==> src/hdl/seg_pkg.sv <==
// ----------------------------------------------------------------------------
// Segmenter package
// Shared constants, register codes and transfer types of the buffer-to-packet
// segmenter.
// ----------------------------------------------------------------------------
package seg_pkg;

	// Framing geometry.
	localparam int unsigned HEADER_BYTES = 8;
	localparam int unsigned INFO_BYTES   = 8;
	localparam int unsigned LENGTH_BITS  = 16;

	// Register field widths.
	localparam int unsigned MAXLEN_W = 12;
	localparam int unsigned MINLEN_W = 7;

	// Width of the per-packet overhead (header plus optional info block).
	localparam int unsigned OVH_W  = $clog2(HEADER_BYTES + INFO_BYTES + 1);
	// Width that holds a packet size and every length compare without overflow.
	localparam int unsigned WIDE_W = ((LENGTH_BITS > MAXLEN_W) ? LENGTH_BITS : MAXLEN_W) + 1;

	// Configuration port.
	localparam int unsigned CFG_IDX_W  = 3;
	localparam int unsigned CFG_DATA_W = 12;

	typedef enum logic [CFG_IDX_W-1:0] {
		REG_MAGIC0  = 3'd0,
		REG_MAGIC1  = 3'd1,
		REG_MAGIC2  = 3'd2,
		REG_TYPE    = 3'd3,
		REG_MAX_LEN = 3'd4,
		REG_MIN_LEN = 3'd5
	} seg_reg_t;

	// Register reset values.
	localparam logic [7:0]          MAGIC0_RESET  = 8'hCA;
	localparam logic [7:0]          MAGIC1_RESET  = 8'hAE;
	localparam logic [7:0]          MAGIC2_RESET  = 8'hFE;
	localparam logic [7:0]          TYPE_RESET    = 8'h01;
	localparam logic [MAXLEN_W-1:0] MAX_LEN_RESET = MAXLEN_W'(1024);
	localparam logic [MINLEN_W-1:0] MIN_LEN_RESET = MINLEN_W'(64);

	// Input item commands.
	typedef enum logic {
		CMD_START = 1'b0,
		CMD_DATA  = 1'b1
	} seg_cmd_t;

	// Header byte constants.
	localparam logic [7:0] FILL_BYTE        = 8'hFF;
	localparam logic [7:0] STATUS_FIRST     = 8'h02;
	localparam logic [7:0] STATUS_LAST      = 8'h01;
	localparam logic [7:0] STATUS_SIZE_MASK = 8'hFC;

	// Live configuration seen by the front and back parts.
	typedef struct packed {
		logic [7:0]          magic0;
		logic [7:0]          magic1;
		logic [7:0]          magic2;
		logic [7:0]          ptype;
		logic [MAXLEN_W-1:0] max_len;
		logic [MINLEN_W-1:0] min_len;
	} seg_cfg_t;

	// One queued job: optional header (and info block), then an optional data slot.
	typedef struct packed {
		logic       err;
		logic       hdr;
		logic       first;
		logic       empty;
		logic [7:0] status;
		logic       has_data;
		logic       data_eop;
		logic [7:0] data;
	} seg_entry_t;

endpackage

==> src/hdl/seg_if.sv <==
// ----------------------------------------------------------------------------
// Segmenter channel interfaces
// Valid/ready channels for input items, result bytes and register writes.
// ----------------------------------------------------------------------------

// Input item channel.
interface seg_in_if import seg_pkg::*; ();
	logic                   valid;
	logic                   ready;
	logic                   cmd;
	logic [LENGTH_BITS-1:0] buf_len;
	logic [7:0]             data_byte;

	modport source (output valid, output cmd, output buf_len, output data_byte,
		input ready);
	modport sink (input valid, input cmd, input buf_len, input data_byte,
		output ready);
endinterface

// Result byte channel.
interface seg_out_if ();
	logic       valid;
	logic       ready;
	logic [7:0] out_byte;
	logic       end_of_packet;
	logic       run_last;
	logic       protocol_error;

	modport source (output valid, output out_byte, output end_of_packet, output run_last,
		output protocol_error, input ready);
	modport sink (input valid, input out_byte, input end_of_packet, input run_last,
		input protocol_error, output ready);
endinterface

// Register write channel.
interface seg_cfg_if import seg_pkg::*; ();
	logic                  valid;
	logic                  ready;
	logic [CFG_IDX_W-1:0]  index;
	logic [CFG_DATA_W-1:0] data;

	modport source (output valid, output index, output data, input ready);
	modport sink (input valid, input index, input data, output ready);
endinterface

==> src/hdl/seg_front.sv <==
// ----------------------------------------------------------------------------
// Segmenter front part
// Accepts input items, tracks the buffer and packet state and turns every
// item into one queued job for the back part.
// ----------------------------------------------------------------------------
module seg_front import seg_pkg::*; (
	input  logic       clk,
	input  logic       arst_n,
	seg_in_if.sink     item,
	input  seg_cfg_t   cfg_regs,
	output logic       push_valid,
	output seg_entry_t push_entry,
	input  logic       push_ready
);

	logic                   active_q;
	logic                   first_q;
	logic                   open_q;
	logic [LENGTH_BITS-1:0] rem_q;
	logic [MAXLEN_W-1:0]    pl_q;

	logic                   active_n;
	logic                   first_n;
	logic                   open_n;
	logic [LENGTH_BITS-1:0] rem_n;
	logic [MAXLEN_W-1:0]    pl_n;

	logic                   is_start;
	logic                   op_first;
	logic [LENGTH_BITS-1:0] op_rem;
	logic [OVH_W-1:0]       op_ovh;
	logic [MAXLEN_W-1:0]    op_cap;
	logic                   op_last;
	logic [WIDE_W-1:0]      op_size;
	logic [WIDE_W-1:0]      op_pkt;
	logic [7:0]             op_size_bits;
	logic [7:0]             op_status;
	logic                   op_empty;
	logic [LENGTH_BITS-1:0] op_rem_after;

	logic                   cur_active;
	logic                   cur_open;
	logic [LENGTH_BITS-1:0] cur_rem;
	logic [MAXLEN_W-1:0]    cur_pl;
	logic [MAXLEN_W-1:0]    pl_dec;
	logic                   data_eop;

	assign is_start = (item.cmd == CMD_START);

	// Packet opening: size the packet and build its status byte.
	assign op_first = is_start ? 1'b1 : first_q;
	assign op_rem   = is_start ? item.buf_len : rem_q;
	assign op_ovh   = op_first ? OVH_W'(HEADER_BYTES + INFO_BYTES) : OVH_W'(HEADER_BYTES);

	always_comb begin
		if (cfg_regs.max_len > MAXLEN_W'(op_ovh)) begin
			op_cap = cfg_regs.max_len - MAXLEN_W'(op_ovh);
		end else begin
			op_cap = MAXLEN_W'(1);
		end
	end

	assign op_last      = WIDE_W'(op_cap) >= WIDE_W'(op_rem);
	assign op_size      = op_last ? WIDE_W'(op_rem) : WIDE_W'(op_cap);
	assign op_pkt       = op_size + WIDE_W'(op_ovh);
	assign op_size_bits = (op_pkt >= WIDE_W'(cfg_regs.min_len)) ? 8'h00 :
		({op_pkt[5:0], 2'b00} & STATUS_SIZE_MASK);
	assign op_status    = op_size_bits | (op_first ? STATUS_FIRST : 8'h00) |
		(op_last ? STATUS_LAST : 8'h00);
	assign op_empty     = (op_size == '0);
	assign op_rem_after = op_rem - op_size[LENGTH_BITS-1:0];

	// Item classification and next state.
	always_comb begin
		active_n   = active_q;
		first_n    = first_q;
		open_n     = open_q;
		rem_n      = rem_q;
		pl_n       = pl_q;
		push_entry = '0;
		cur_active = active_q;
		cur_open   = open_q;
		cur_rem    = rem_q;
		cur_pl     = pl_q;
		pl_dec     = '0;
		data_eop   = 1'b0;

		if (is_start) begin
			push_entry.hdr    = 1'b1;
			push_entry.first  = op_first;
			push_entry.empty  = op_empty;
			push_entry.status = op_status;
			active_n          = !op_empty;
			open_n            = !op_empty;
			first_n           = 1'b0;
			rem_n             = op_rem_after;
			pl_n              = op_size[MAXLEN_W-1:0];
		end else if (!active_q) begin
			// Data with no buffer: a single error byte of zero.
			push_entry.err      = 1'b1;
			push_entry.has_data = 1'b1;
		end else begin
			if (!open_q) begin
				push_entry.hdr    = 1'b1;
				push_entry.first  = op_first;
				push_entry.empty  = op_empty;
				push_entry.status = op_status;
				first_n           = 1'b0;
				cur_rem           = op_rem_after;
				cur_pl            = op_size[MAXLEN_W-1:0];
				cur_active        = !op_empty;
				cur_open          = !op_empty;
			end
			pl_dec   = (cur_pl != '0) ? (cur_pl - MAXLEN_W'(1)) : '0;
			data_eop = (pl_dec == '0);

			push_entry.has_data = 1'b1;
			push_entry.data_eop = data_eop;
			push_entry.data     = item.data_byte;

			rem_n    = cur_rem;
			pl_n     = pl_dec;
			open_n   = data_eop ? 1'b0 : cur_open;
			active_n = (data_eop && (cur_rem == '0)) ? 1'b0 : cur_active;
		end
	end

	assign push_valid = item.valid;
	assign item.ready = push_ready;

	// State update on each accepted transfer.
	always_ff @(posedge clk or negedge arst_n) begin
		if (!arst_n) begin
			active_q <= 1'b0;
			first_q  <= 1'b0;
			open_q   <= 1'b0;
			rem_q    <= '0;
			pl_q     <= '0;
		end else if (item.valid && push_ready) begin
			active_q <= active_n;
			first_q  <= first_n;
			open_q   <= open_n;
			rem_q    <= rem_n;
			pl_q     <= pl_n;
		end
	end

endmodule

==> src/hdl/seg_fifo.sv <==
// ----------------------------------------------------------------------------
// Segmenter job queue
// Four-entry queue of jobs between the front and back parts.
// ----------------------------------------------------------------------------
module seg_fifo import seg_pkg::*; (
	input  logic       clk,
	input  logic       arst_n,
	input  logic       push_valid,
	input  seg_entry_t push_entry,
	output logic       push_ready,
	output logic       head_valid,
	output seg_entry_t head_entry,
	input  logic       pop
);

	localparam int unsigned DEPTH = 4;
	localparam int unsigned PTR_W = $clog2(DEPTH);
	localparam int unsigned CNT_W = $clog2(DEPTH + 1);

	seg_entry_t       entries_q [DEPTH];
	logic [PTR_W-1:0] wr_ptr_q;
	logic [PTR_W-1:0] rd_ptr_q;
	logic [CNT_W-1:0] count_q;
	logic             do_push;
	logic             do_pop;

	assign push_ready = (count_q != CNT_W'(DEPTH));
	assign head_valid = (count_q != '0);
	assign head_entry = entries_q[rd_ptr_q];
	assign do_push    = push_valid && push_ready;
	assign do_pop     = pop && head_valid;

	// Entry storage.
	always_ff @(posedge clk) begin
		if (do_push) begin
			entries_q[wr_ptr_q] <= push_entry;
		end
	end

	// Pointers and fill count.
	always_ff @(posedge clk or negedge arst_n) begin
		if (!arst_n) begin
			wr_ptr_q <= '0;
			rd_ptr_q <= '0;
			count_q  <= '0;
		end else begin
			if (do_push) begin
				wr_ptr_q <= wr_ptr_q + PTR_W'(1);
			end
			if (do_pop) begin
				rd_ptr_q <= rd_ptr_q + PTR_W'(1);
			end
			if (do_push && !do_pop) begin
				count_q <= count_q + CNT_W'(1);
			end else if (do_pop && !do_push) begin
				count_q <= count_q - CNT_W'(1);
			end
		end
	end

endmodule

==> src/hdl/seg_back.sv <==
// ----------------------------------------------------------------------------
// Segmenter back part
// Expands each queued job into header, info and data bytes and drives the
// registered result channel.
// ----------------------------------------------------------------------------
module seg_back import seg_pkg::*; (
	input  logic       clk,
	input  logic       arst_n,
	input  seg_cfg_t   cfg_regs,
	input  logic       head_valid,
	input  seg_entry_t head_entry,
	output logic       pop,
	seg_out_if.source  result
);

	// Byte positions within one job: header, info block, data slot.
	localparam int unsigned DATA_POS = HEADER_BYTES + INFO_BYTES;
	localparam int unsigned POS_W    = $clog2(DATA_POS + 1);

	localparam logic [POS_W-1:0] POS_MAGIC0   = POS_W'(0);
	localparam logic [POS_W-1:0] POS_MAGIC1   = POS_W'(1);
	localparam logic [POS_W-1:0] POS_MAGIC2   = POS_W'(2);
	localparam logic [POS_W-1:0] POS_TYPE     = POS_W'(3);
	localparam logic [POS_W-1:0] POS_STATUS   = POS_W'(HEADER_BYTES - 1);
	localparam logic [POS_W-1:0] POS_INFO     = POS_W'(HEADER_BYTES);
	localparam logic [POS_W-1:0] POS_INFO_END = POS_W'(DATA_POS - 1);
	localparam logic [POS_W-1:0] POS_DATA     = POS_W'(DATA_POS);

	logic             started_q;
	logic [POS_W-1:0] pos_q;
	logic             out_valid_q;
	logic [7:0]       out_byte_q;
	logic             eop_q;
	logic             run_last_q;
	logic             err_q;

	logic             with_info;
	logic [POS_W-1:0] cur_pos;
	logic [POS_W-1:0] next_pos;
	logic [7:0]       cur_byte;
	logic             cur_eop;
	logic             cur_last;
	logic             advance;

	assign with_info = head_entry.first && (INFO_BYTES > 0);
	assign cur_pos   = started_q ? pos_q : (head_entry.hdr ? POS_MAGIC0 : POS_DATA);
	assign advance   = head_valid && (!out_valid_q || result.ready);
	assign pop       = advance && cur_last;

	// Byte selection for the current position.
	always_comb begin
		unique case (cur_pos)
			POS_MAGIC0: cur_byte = cfg_regs.magic0;
			POS_MAGIC1: cur_byte = cfg_regs.magic1;
			POS_MAGIC2: cur_byte = cfg_regs.magic2;
			POS_TYPE:   cur_byte = cfg_regs.ptype;
			POS_STATUS: cur_byte = head_entry.status;
			POS_DATA:   cur_byte = head_entry.data;
			default:    cur_byte = FILL_BYTE;
		endcase
	end

	// End-of-packet, end-of-job and next position.
	always_comb begin
		cur_eop  = 1'b0;
		cur_last = 1'b0;
		next_pos = cur_pos + POS_W'(1);
		if (cur_pos == POS_DATA) begin
			cur_eop  = head_entry.data_eop;
			cur_last = 1'b1;
		end else if (cur_pos == POS_STATUS) begin
			cur_eop  = head_entry.empty && !with_info;
			cur_last = !with_info && !head_entry.has_data;
			next_pos = with_info ? POS_INFO : POS_DATA;
		end else if (cur_pos == POS_INFO_END) begin
			cur_eop  = head_entry.empty;
			cur_last = !head_entry.has_data;
		end
	end

	// Output register; payload flops carry no reset.
	always_ff @(posedge clk) begin
		if (advance) begin
			out_byte_q <= cur_byte;
			eop_q      <= cur_eop;
			run_last_q <= cur_last;
			err_q      <= head_entry.err;
		end
	end

	// Job progress and output valid.
	always_ff @(posedge clk or negedge arst_n) begin
		if (!arst_n) begin
			started_q   <= 1'b0;
			pos_q       <= '0;
			out_valid_q <= 1'b0;
		end else begin
			if (advance) begin
				out_valid_q <= 1'b1;
				started_q   <= !cur_last;
				pos_q       <= next_pos;
			end else if (result.ready) begin
				out_valid_q <= 1'b0;
			end
		end
	end

	assign result.valid          = out_valid_q;
	assign result.out_byte       = out_byte_q;
	assign result.end_of_packet  = eop_q;
	assign result.run_last       = run_last_q;
	assign result.protocol_error = err_q;

	// An error result is always a lone, non-packet byte.
	a_err_alone: assert property (@(posedge clk) disable iff (!arst_n)
		out_valid_q && err_q |-> run_last_q && !eop_q)
		else $error("error result not marked as sole result");

	// A job in progress never runs past the data slot.
	a_pos_range: assert property (@(posedge clk) disable iff (!arst_n)
		started_q |-> (pos_q <= POS_DATA) && head_valid)
		else $error("job position out of range or job lost");

	// A stalled result register holds its contents.
	a_hold: assert property (@(posedge clk) disable iff (!arst_n)
		out_valid_q && !result.ready |=> out_valid_q && $stable(out_byte_q) && $stable(run_last_q))
		else $error("stalled result changed");

endmodule

==> src/hdl/buffer_to_packet_segmenter_top.sv <==
// ----------------------------------------------------------------------------
// Buffer-to-packet segmenter, top level
// Cuts announced buffers into framed packets with an 8-byte header.
// ----------------------------------------------------------------------------
// Every input item is classified combinationally by the front part and queued
// as one job in a four-entry queue; the back part emits one result byte per
// cycle, unless the output stalls, into a registered output stage. A payload
// byte in an open packet yields one result byte, so data streams at one item
// per cycle when unstalled. A start item produces 16 bytes (header and info
// block), and a data item that opens a later packet produces 9 bytes; in these
// bursts the queue fills and the input stalls once it holds four jobs. The
// single-byte output port sets the sustained rate: one result byte per cycle
// unless stalled. Register writes, always accepted, apply on the next cycle.
module buffer_to_packet_segmenter_top import seg_pkg::*; (
	input  logic      clk,
	input  logic      arst_n,
	seg_in_if.sink    item,
	seg_out_if.source result,
	seg_cfg_if.sink   cfg
);

	seg_cfg_t   cfg_regs_q;
	logic       push_valid;
	seg_entry_t push_entry;
	logic       push_ready;
	logic       head_valid;
	seg_entry_t head_entry;
	logic       pop;

	assign cfg.ready = 1'b1;

	// Register file writes.
	always_ff @(posedge clk or negedge arst_n) begin
		if (!arst_n) begin
			cfg_regs_q.magic0  <= MAGIC0_RESET;
			cfg_regs_q.magic1  <= MAGIC1_RESET;
			cfg_regs_q.magic2  <= MAGIC2_RESET;
			cfg_regs_q.ptype   <= TYPE_RESET;
			cfg_regs_q.max_len <= MAX_LEN_RESET;
			cfg_regs_q.min_len <= MIN_LEN_RESET;
		end else if (cfg.valid) begin
			unique case (cfg.index)
				REG_MAGIC0:  cfg_regs_q.magic0  <= cfg.data[7:0];
				REG_MAGIC1:  cfg_regs_q.magic1  <= cfg.data[7:0];
				REG_MAGIC2:  cfg_regs_q.magic2  <= cfg.data[7:0];
				REG_TYPE:    cfg_regs_q.ptype   <= cfg.data[7:0];
				REG_MAX_LEN: cfg_regs_q.max_len <= cfg.data[MAXLEN_W-1:0];
				REG_MIN_LEN: cfg_regs_q.min_len <= cfg.data[MINLEN_W-1:0];
				default: begin
				end
			endcase
		end
	end

	// Front part: classify items and queue jobs.
	seg_front u_front (
		.clk        (clk),
		.arst_n     (arst_n),
		.item       (item),
		.cfg_regs   (cfg_regs_q),
		.push_valid (push_valid),
		.push_entry (push_entry),
		.push_ready (push_ready)
	);

	// Job queue between the two parts.
	seg_fifo u_fifo (
		.clk        (clk),
		.arst_n     (arst_n),
		.push_valid (push_valid),
		.push_entry (push_entry),
		.push_ready (push_ready),
		.head_valid (head_valid),
		.head_entry (head_entry),
		.pop        (pop)
	);

	// Back part: expand jobs into result bytes.
	seg_back u_back (
		.clk        (clk),
		.arst_n     (arst_n),
		.cfg_regs   (cfg_regs_q),
		.head_valid (head_valid),
		.head_entry (head_entry),
		.pop        (pop),
		.result     (result)
	);

endmodule
==> src/flat_wrapper.sv <==
// flat-port wrapper written by rule: the top's interface ports become plain ports
module buffer_to_packet_segmenter_top_flat import seg_pkg::*;
  (clk, arst_n, item_valid, item_cmd, item_buf_len, item_data_byte, item_ready, result_valid, result_out_byte, result_end_of_packet, result_run_last, result_protocol_error, result_ready, cfg_valid, cfg_index, cfg_data, cfg_ready);
  seg_in_if item_i ();
  seg_out_if result_i ();
  seg_cfg_if cfg_i ();
  input  logic clk;
  input  logic arst_n;
  input wire logic [$bits(item_i.valid)-1:0] item_valid;
  input wire logic [$bits(item_i.cmd)-1:0] item_cmd;
  input wire logic [$bits(item_i.buf_len)-1:0] item_buf_len;
  input wire logic [$bits(item_i.data_byte)-1:0] item_data_byte;
  output wire logic [$bits(item_i.ready)-1:0] item_ready;
  output wire logic [$bits(result_i.valid)-1:0] result_valid;
  output wire logic [$bits(result_i.out_byte)-1:0] result_out_byte;
  output wire logic [$bits(result_i.end_of_packet)-1:0] result_end_of_packet;
  output wire logic [$bits(result_i.run_last)-1:0] result_run_last;
  output wire logic [$bits(result_i.protocol_error)-1:0] result_protocol_error;
  input wire logic [$bits(result_i.ready)-1:0] result_ready;
  input wire logic [$bits(cfg_i.valid)-1:0] cfg_valid;
  input wire logic [$bits(cfg_i.index)-1:0] cfg_index;
  input wire logic [$bits(cfg_i.data)-1:0] cfg_data;
  output wire logic [$bits(cfg_i.ready)-1:0] cfg_ready;
  assign item_i.valid = item_valid;
  assign item_i.cmd = item_cmd;
  assign item_i.buf_len = item_buf_len;
  assign item_i.data_byte = item_data_byte;
  assign item_ready = item_i.ready;
  assign result_valid = result_i.valid;
  assign result_out_byte = result_i.out_byte;
  assign result_end_of_packet = result_i.end_of_packet;
  assign result_run_last = result_i.run_last;
  assign result_protocol_error = result_i.protocol_error;
  assign result_i.ready = result_ready;
  assign cfg_i.valid = cfg_valid;
  assign cfg_i.index = cfg_index;
  assign cfg_i.data = cfg_data;
  assign cfg_ready = cfg_i.ready;
  buffer_to_packet_segmenter_top u_core (.clk(clk), .arst_n(arst_n), .item(item_i), .result(result_i), .cfg(cfg_i));
endmodule
==> config.mk <==
export PLATFORM = sky130hd
export DESIGN_NAME = buffer_to_packet_segmenter_top_flat
export DESIGN_NICKNAME = d
export VERILOG_FILES = /design/src/hdl/seg_pkg.sv /design/src/hdl/seg_if.sv /design/src/hdl/seg_front.sv /design/src/hdl/seg_fifo.sv /design/src/hdl/seg_back.sv /design/src/hdl/buffer_to_packet_segmenter_top.sv /design/src/flat_wrapper.sv
export SDC_FILE = /design/constraint.sdc
export NUM_CORES = 1
export LEC_CHECK = 0
export BUFFER_PORTS_ARGS = -buffer_cell sky130_fd_sc_hd__buf_2
export CELL_PAD_IN_SITES_DETAIL_PLACEMENT = 0
export CELL_PAD_IN_SITES_GLOBAL_PLACEMENT = 2
export CORE_UTILIZATION = 30
export DETAILED_ROUTE_END_ITERATION = 10
export PLACE_DENSITY = 0.61
export SYNTH_ARGS = -nofsm -noshare
export SYNTH_HDL_FRONTEND = slang
export SYNTH_SLANG_ARGS = --single-unit
==> constraint.sdc <==
create_clock -name clk -period 5.8 [get_ports clk]
set_input_delay 0.87 -clock clk [delete_from_list [all_inputs] [get_ports clk]]
set_output_delay 0.87 -clock clk [all_outputs]
set_load 0.03 [all_outputs]
---- Word-level counts from Yosys, hierarchy flattened ----
Memory sizes are Yosys's and may differ from the RTL's.
Index checks and enable logic that the tools add are counted.
storage, ports and cells
  memories kept ........................... 1
  word-level logic and storage cells ...... 138
  bits in registers ....................... 107
  bits of input ports ..................... 45
  RAM bits ................................ 88
  output and inout bits ................... 14
memories
  name                     depth  bits a word  rd ports  clocked after memory_dff  wr ports  line            RTL
  u_core.u_fifo.entries_q  4      22           1         0                         1         seg_fifo.sv:20  seg_entry_t entries_q [DEPTH];
cells by class
  order comparisons ....................... 3
  reductions and logical operators ........ 34
  bitwise logic cells ..................... 2
  equal/unequal tests ..................... 14
  add/subtract/negate cells ............... 9
  muxes and demuxes ....................... 54
operators by type and width
  operator                                             number
  2-to-1 mux 16 bit                                    7
  2-to-1 mux 12 bit                                    7
  one-hot mux 8 bit (6 select lines)                   1
  2-to-1 mux 11 bit                                    3
  2-to-1 mux 5 bit                                     6
  2-to-1 mux 1 bit                                     24
  adder 16 x 5 -> 17 bit                               1
  greater-or-equal comparator 17 x 7 -> 1 bit          1
  logical NOT 17 bit                                   1
  greater-or-equal comparator 12 x 16 -> 1 bit         1
  logical NOT 16 bit                                   1
  subtractor 16 bit                                    1
  AND reduction 2 bit                                  7
  > comparator 12 x 5 -> 1 bit                         1
  logical NOT 12 bit                                   1
  nonzero test 12 bit                                  1
  subtractor 12 x 1 -> 12 bit (second input constant)  1
  subtractor 12 x 5 -> 12 bit                          1
  == test 5 x 2 -> 1 bit (second input constant)       2
  2-to-1 mux 10 bit                                    1
  logical AND 1 bit                                    9
  2-to-1 mux 9 bit                                     1
  2-to-1 mux 8 bit                                     1
  bitwise OR 8 x 1 -> 8 bit                            1
  other kinds (24)                                     35

---- Logic depth before layout (Yosys ltp) ----
Gate-level depths: netlist of the first run.
  depth after elaboration ................. 16
  gate-level depth with buffers ........... 29
  mapped depth without buffers ............ 28

---- Hierarchy ----
From an unflattened synthesis of the first run, not the netlist that was laid out.
unflattened totals
  cell total of the unflattened synthesis .. 971
  area total of the unflattened synthesis .. 11230.8 µm²
by module, submodules not included
  module                          seq. area each (µm²)  area an instance (µm²)  cells each  instances
  seg_front                       750.7                 4415.5                  581         1
  seg_fifo                        2817.7                3621.0                  150         1
  buffer_to_packet_segmenter_top  1300.0                1981.9                  114         1
  seg_back                        505.5                 1212.4                  126         1

---- Worst setup path after synthesis of the first run ----
OpenSTA, ideal clock, no wires.
  path kind ............................... input -> register
  start point ............................. input item_cmd
  end point ............................... memory u_core.u_fifo.entries_q[0][8] (netlist name) (data pin)
  path buffers ............................ 1
  stages on the path ...................... 26
  data arrival time ....................... 5.802 ns
  data required time ...................... 5.561 ns
  setup time .............................. 0.239 ns
  setup slack ............................. -0.241 ns
  path through ............................ ha_1 -> nor2b_1 -> nand4b_1 -> a21oi_4 -> nor2_1 -> ha_1 -> a211o_1 -> a21oi_4 -> o211ai_2 -> o21ai_4 -> buf_6 -> mux2i_1 -> inv_1 -> nor2_1 -> a21oi_1 -> ha_1 -> inv_1 -> nor2_1 -> mux2i_1 -> or2_2 -> a311oi_1 -> a22o_1 -> nand2_1 -> nor4_2 -> a41oi_2 -> nor4_1
RTL lines
  what             line                RTL
  start, declared  flat_wrapper.sv:10  input wire logic [$bits(item_i.cmd)-1:0] item_cmd;
  end, declared    seg_fifo.sv:20

==> run_results.csv, run 1 <==
group,metric,value,unit
run_status,status,"finished clean",
layout,n_antenna_cell,0,
clock_network,cts-hold-fix-buffers,0,
sta,final-max-slew-violation-count,0,
place,portBuffers,57,
logic_synthesis,synthFlopType,"edfxtp_1",
sta,relSlewSlack,26.4,%
global_route,grt_pass1_vias,8321,
floorplanning,dieHeight,194,µm
critical_path,crit_type,"input pin to flop",
clock_network,clockBufferDepth,2,
clock_network,ctsHtreeMaxLevel,4,
clock_network,numCtsBuffers,17,
clock_network,cts_tree,"built",
sta,tightestPinTransition,1.10,ns
floorplanning,ios,59,
logic_synthesis,syn_area,0.0110,mm²
sta,setup_violations,0,
logic_synthesis,synth_cell_types,101,
route,drtPass1Iterations,5,
critical_path,crit_path_max_fanout,6,
power,power.total,6.97,mW
power,ir_drop,0.000217,V
layout,drive_gt1_share,38.1,%
global_route,grt_pass1_wl,50400,µm
critical_path,crit_path_end_kind,"flop",
logic_synthesis,synth_edf_count,95,
route,via_count,8168,
layout,final_util,38.6,%
layout,layout.nets,1255,
clock_network,cts.sinks,190,
global_route,grt.total_usage,17.8,%
logic_synthesis,yosysWarnings,0,
sta,fmax,178,MHz
route,wl_per_cell,20.2,µm
global_route,grt_antenna_before_repair,0,
sta,hold_viol_final,0,
place,globalplace.congestion,0.823,
route,ant_nets,0,
floorplanning,core-area,0.0358,mm²
logic_synthesis,seq_area_frac_synth,47.7,%
critical_path,critPathRequiredTime,6.00,ns
critical_path,arrival,5.83,ns
logic_synthesis,netlist_instances,955,
route,dr.first_iter.drc_count,491,
sta,worst_slack,0.173,ns
power,p_leak,5.63,nW
clock_network,clk_pin_slew_worst_paths,0.07,ns
sta,fin_crit_sh,97.0,%
floorplanning,rows,69,
critical_path,start_kind,"input pin",
global_route,grt_overflow_total,0,
layout,area_growth,25.5,%
min_path,min_path_type,"flop to flop",
logic_synthesis,syn_avg_cell_area,11.5,µm²
flow_run,cap_violations,0,
logic_synthesis,ys_seq_elements,190,
floorplanning,start_util,30.7,%
sta,clock_skew,0.0148,ns
floorplanning,die_area,0.0375,mm²
place,dp_hpwl,24400,µm
clock_network,clk_latency,0.45,ns
global_route,grt_max_degree,54,
route,wl,33000,µm
logic_synthesis,async_flop_share,50.0,%
logic_synthesis,syn_nets,1050,
route,drc,0,
floorplanning,die_x,194,µm
place,pre_cts_ws,-0.658,ns
route,routed_via_density,5.00,
clock_network,clockRootBuffer,"clkbuf_16",
sta,finalCriticalPeriod,5.63,ns
power,p_per_area,504,mW/mm²
final timing paths:
kind | start | endpoint | slack [ns] | cells past startpoint
min reg2reg | u_core.u_front.pl_q[1] | u_core.u_front.pl_q[1] | 0.48 | 2
max | item_cmd | u_core.u_fifo.entries_q[3][15] | 0.17 | 28
min | u_core.u_front.pl_q[1] | u_core.u_front.pl_q[1] | 0.48 | 2
max in group asynchronous | arst_n | u_core.u_back.result.valid | 4.10 | 2
max reg2reg | u_core.cfg_regs_q[10] | u_core.u_fifo.entries_q[1][8] | 0.34 | 27
min in group asynchronous | arst_n | u_core.cfg_regs_q[16] | 0.49 | 1
placed cells by master, fill, tap and decap left out, drive strengths merged, types with 15 or more instances in the layout:
cell type  count
dfrtp         76
mux4          20
mux2          65
nor2          61
inv           67
ha            46
nand3         15
xnor2         23
buf          220
and3          18
o21ai         53
a21oi         45
clkbuf        22
nand2         75
dfstp         19
nor3          23
mux2i         33
edfxtp        95
timing repair:
| item | CTS | global route |
|---|---|---|
| gates resized for setup | 7 | 43 |
| endpoints found under the setup margin | 33 | 34 |
| buffers inserted | 0 | 12 |
| pin swaps | 0 | 27 |
kinds of logic after synthesis:
group,synth area share (%)
compound gates,13.6
xor+xnor,2.61
fa+ha+maj,5.95
buf+inv,3.46
flops,47.7
mux,13.8
other cells,0.0340
simple gates,12.8
area by class of cell:
cell class	instances	area [µm²]
clock inverter	11	100
timing repair buffer	221	1530
tap	461	577
fill	3506	22000
multi-input combinational	670	5680
inverter	60	225
clock buffer	21	460
sequential	190	5250
flip-flops by register name, summed over array words and instances (netlist names):
name and cells:
u_core.cfg_regs_q 51, u_core.u_back.pos_q 5, u_core.u_back.result.end_of_packet 1, u_core.u_back.result.out_byte 8
u_core.u_back.result.protocol_error 1, u_core.u_back.result.run_last 1, u_core.u_back.result.valid 1, u_core.u_back.started_q 1
u_core.u_fifo.count_q 3, u_core.u_fifo.entries_q 84, u_core.u_fifo.rd_ptr_q 2, u_core.u_fifo.wr_ptr_q 2
u_core.u_front.active_q 1, u_core.u_front.open_q 1, u_core.u_front.pl_q 12, u_core.u_front.rem_q 16
synthesized netlist by cell type (all sizes together) (7+ instances only):
cell type,count,area share (%)
edfxtp,95,26
dfrtp,76,17
nand2,75,2.6
mux2,65,6.7
nor2,61,2.1
inv,60,2.0
o21ai,53,2.5
ha,46,5.2
a21oi,45,2.5
mux2i,33,3.0
nor3,23,1.2
xnor2,23,1.9
clkbuf,21,0.72
mux4,20,4.1
dfstp,19,4.5
and3,18,1.1
nand3,15,0.73
buf,14,0.70
nor2b,13,0.74
nor4,13,0.99
o211ai,13,1.1
a211oi,9,0.66
a221oi,9,0.72
nand2b,9,0.51
xor2,9,0.72
a22oi,8,0.55
a31oi,8,0.45
and2,8,0.47
or2,7,0.40
through the flow:
stage | TNS (ns) | hold WS, ns | area, µm² | std cells
detailed placement | -18.69 | 0.466 | 12900 | 1590
global placement | -15.86 | 0.455 | 12900 | 1590
CTS | 0 | 0.483 | 13500 | 1622
finish | 0 | 0.479 | 13800 | 1634
global route | -0.687 | 0.523 | 13800 | 1634
floorplan | 0 | 0.441 | 11100 | 955
layer usage:
layer / vias up / wire [µm] / global-route usage (%)
li1: 3966 / - / -
met1: 4030 / 16300 / 25.4
met5: - / 0 / 0
met4: 0 / 649 / 5.78
met2: 142 / 15100 / 28.0
met3: 30 / 941 / 2.40
worst max-delay path, cell delays in order:
cell and delay (ns):
buf_6 0.14, ha_4 0.18, fa_2 0.42, nor2b_1 0.18
nand3_1 0.13, nor4_1 0.05, a21o_1 0.20, ha_1 0.31
o21a_1 0.16, a21oi_4 0.08, a21oi_2 0.23, o21ai_4 0.11
buf_6 0.15, clkbuf_4 0.17, o21ai_4 0.24, ha_1 0.22
inv_1 0.05, fa_1 0.43, xor2_2 0.20, ha_1 0.27
nor2b_1 0.11, o21ai_0 0.09, buf_4 0.15, and3_1 0.16
o211ai_1 0.09, buf_4 0.21, nor2_1 0.05, buf_4 0.14
power by group:
group | switching [mW] | leakage, nW | internal [mW]
Sequential | 0.235 | 1.99 | 1.84
Clock | 0.561 | 0.275 | 0.588
Combinational | 2.00 | 3.37 | 1.74
Total | 2.80 | 5.63 | 4.17
Power figures use the tool's default switching activity.
==> run 2, diff against run 1 <==
- CORE_UTILIZATION: 30 -> 38
- PLACE_DENSITY: 0.61 -> 0.74
- SYNTH_HIERARCHICAL: unset -> 1
==> run_results.csv, run 2 <==
group,metric,value,unit
run_status,status,"finished clean",
clock_network,clk_latency,0.45,ns
global_route,grt_pass1_wl,48700,µm
sta,relSlewSlack,37.1,%
logic_synthesis,yosysTopAreaCell,"edfxtp_1",
clock_network,clk_pin_slew_worst_paths,0.08,ns
critical_path,arrival,5.94,ns
floorplanning,die_area,0.0302,mm²
sta,setup_tns,0,ns
power,clock_power_share,17.9,%
sta,fmax,177,MHz
layout,stdcell_count,1579,
route,ant_nets,0,
layout,postLayoutCellArea,0.0140,mm²
route,wl_per_cell,19.4,µm
floorplanning,die_x,174,µm
clock_network,cts.sinks,194,
route,routed_via_density,5.31,
floorplanning,core-area,0.0289,mm²
layout,largest_register,"u_core/u_fifo/entries_q",
route,wl,30700,µm
power,p_seq_share,31.0,%
logic_synthesis,yosysWarnings,6,
route,drc,0,
min_path,min_from,"u_core/u_front/pl_q[10]",
critical_path,path_cells,"buf_8 -> ha_4 -> fa_2 -> nor3b_4 -> xor2_1 -> o21ai_2 -> inv_2 -> ha_4 -> nand2_2 -> or3_4 -> o221a_4 -> o21ai_4 -> mux2_4 -> buf_4 -> o21a_1 -> ha_1 -> buf_4 -> o2111a_1 -> xor2_1 -> o211ai_1 -> o2111ai_1 -> a2111oi_4 -> buf_4 -> and3_1",
critical_path,cp_top_family,"compound AO/OA/AOI/OAI gates",
place,postPlaceCellArea,0.0131,mm²
critical_path,worst-path-buf-inv,5,
critical_path,crit_start,"item_cmd",
sta,clock_skew,0.0137,ns
clock_network,ctsHtreeMaxLevel,4,
sta,fin_crit_sh,97.5,%
sta,setup_violations,0,
global_route,grt_max_degree,69,
clock_network,clockRootBuffer,"clkbuf_16",
logic_synthesis,synth_cell_types,100,
critical_path,crit_type,"input pin to flop",
layout,layout_common_cells,"buf_4 (175), edfxtp_1 (99), nand2_1 (85)",
critical_path,path_common_cell,"buf_4",
route,via_count,8390,
global_route,grt_pass1_vias,8439,
power,combPwrFrac,51.1,%
power,p_leak,5.67,nW
place,dp_hpwl,22800,µm
floorplanning,start_util,38.9,%
clock_network,cts_tree,"built",
layout,n_antenna_cell,0,
global_route,grt.total_usage,21.1,%
power,power.total,6.97,mW
power,p_per_area,498,mW/mm²
logic_synthesis,async_flop_share,49.0,%
logic_synthesis,synthFlopType,"edfxtp_1",
place,globalplace.congestion,0.843,
sta,final-max-slew-violation-count,0,
power,p_int,4.21,mW
layout,mostFrequentLayoutCell,"buf_4",
layout,drive_gt1_share,37.5,%
layout,final_util,48.5,%
critical_path,cpPeakStageDelay,0.48,ns
critical_path,r2r_start,"u_core/cfg_regs_q[10]",
clock_network,numCtsBuffers,17,
flow_run,cap_violations,0,
sta,tightestPinTransition,0.944,ns
logic_synthesis,synth_common_cells,"edfxtp_1 (99), nand2_1 (87), dfrtp_1 (76)",
logic_synthesis,syn_nets,1063,
route,dr.first_iter.drc_count,585,
critical_path,crit_path_end_kind,"flop",
clock_network,clockBufferDepth,2,
logic_synthesis,netlist_instances,971,
sta,rsz0062_at_grt,"yes",
sta,finalCriticalPeriod,5.65,ns
global_route,grt_antenna_before_repair,0,
min_path,min_path_type,"flop to flop",
power,p_switching,2.76,mW
route,drtPass1Iterations,8,
logic_synthesis,ys_seq_elements,194,
critical_path,critPathRequiredTime,6.08,ns
power,swShare,39.6,%
logic_synthesis,yosys.area.top_type_share,26.5,%
layout,area_growth,24.5,%
logic_synthesis,syn_avg_cell_area,11.6,µm²
logic_synthesis,seq_area_frac_synth,47.8,%
floorplanning,rows,62,
layout,largest_reg_flops,88,
critical_path,start_kind,"input pin",
floorplanning,dieHeight,174,µm
global_route,grt_overflow_total,0,
logic_synthesis,synthTopCellsByArea,"edfxtp_1 (26%), dfrtp_1 (17%), mux2_2 (7.0%)",
logic_synthesis,syn_area,0.0112,mm²
logic_synthesis,synth_edf_count,99,
critical_path,crit_slowest_cell,"a2111oi_4",
floorplanning,ios,59,
layout,layout.nets,1274,
sta,hold_viol_final,0,
power,ir_drop,0.000239,V
logic_synthesis,synth.most_common_cell,"edfxtp_1",
place,portBuffers,57,
place,dp_cells,1536,
layout,top_regs,"u_core/u_fifo/entries_q x88, u_core/cfg_regs_q x51, u_core/u_front/rem_q x16",
critical_path,crit_path_max_fanout,6,
-- run 2: cell types whose count changed after synthesis, moves of 6 or more --
cell / delta
a22oi_1: -7
inv_1: -9
nand2_1: +12
nand4_1: +7
buf_4: +6
mux2_2: +6
o21ai_0: +7
nand2b_1: +9
clkbuf_1: -6
o31ai_1: +6
-- run 2: final timing paths --
check | depth (start not counted) | endpoint | slack (ns)
worst max-delay path | 24 | u_core/u_fifo/entries_q[1][8] | 0.15
worst min-delay path | 2 | u_core/u_front/pl_q[10] | 0.49
worst max register to register | 24 | u_core/u_fifo/entries_q[1][8] | 0.26
worst min register to register | 2 | u_core/u_front/pl_q[10] | 0.49
max in group asynchronous | 2 | u_core/cfg_regs_q[19] | 4.18
min in group asynchronous | 1 | u_core/cfg_regs_q[10] | 0.57
-- run 2: routing by layer --
layer / track usage, % / wire, µm
met4: 7.02 / 614
met5: 0 / 0
met3: 2.91 / 877
met1: 29.3 / 14700
met2: 33.9 / 14500
-- run 2: timing repair --
item,CTS,global route
pin swaps,0,22
cloned,0,0
buffers inserted,0,11
gates resized for setup,1,38
hold buffers,0,0
setup endpoints to repair,1,32
-- run 2: worst reg2reg max path: cells and delay by family (launching register included) --
kind	cells	cell delay (ns)
AOI/OAI and AO/OA	8	1.90
xor gates and xnor gates	2	0.31
adders and majority gates	4	1.06
buffers and inverters	5	0.61
DFF	1	0.36
muxes	1	0.34
and+or+nand+nor	4	0.81
-- run 2: final cells by class --
class                      instances  area (µm²)
clock buffer                      17         425
clock inverter                    15         211
fill                            2695       14900
inverter                          49         198
multi-input combinational        686        5650
sequential                       194        5370
tap                              384         480
timing repair buffer             234        1640
-- run 2: per-stage QoR --
stage	hold slack (ns)	worst slack (ns)
floorplan	0.438	-0.141
global placement	0.458	-0.407
detailed placement	0.469	-0.518
CTS	0.488	0.0447
global route	0.495	-0.0635
finish	0.491	0.147
-- run 2: cells by family after synthesis --
family          share of synthesized area, %
flops                                   47.8
buf+inv                                 4.08
other cells                           0.0334
xor+xnor                                2.18
simple gates                            13.7
mux                                     14.2
compound gates                          12.4
fa+ha+maj                               5.50
-- run 2: power groups by stage --
stage	registers, mW	clock network (mW)	logic [mW]
global placement	2.18	0	3.40
detailed placement	2.19	0	3.40
CTS	2.16	1.28	3.43
floorplan	2.13	0	2.06
finish	2.16	1.25	3.56
global route	2.21	1.33	3.91
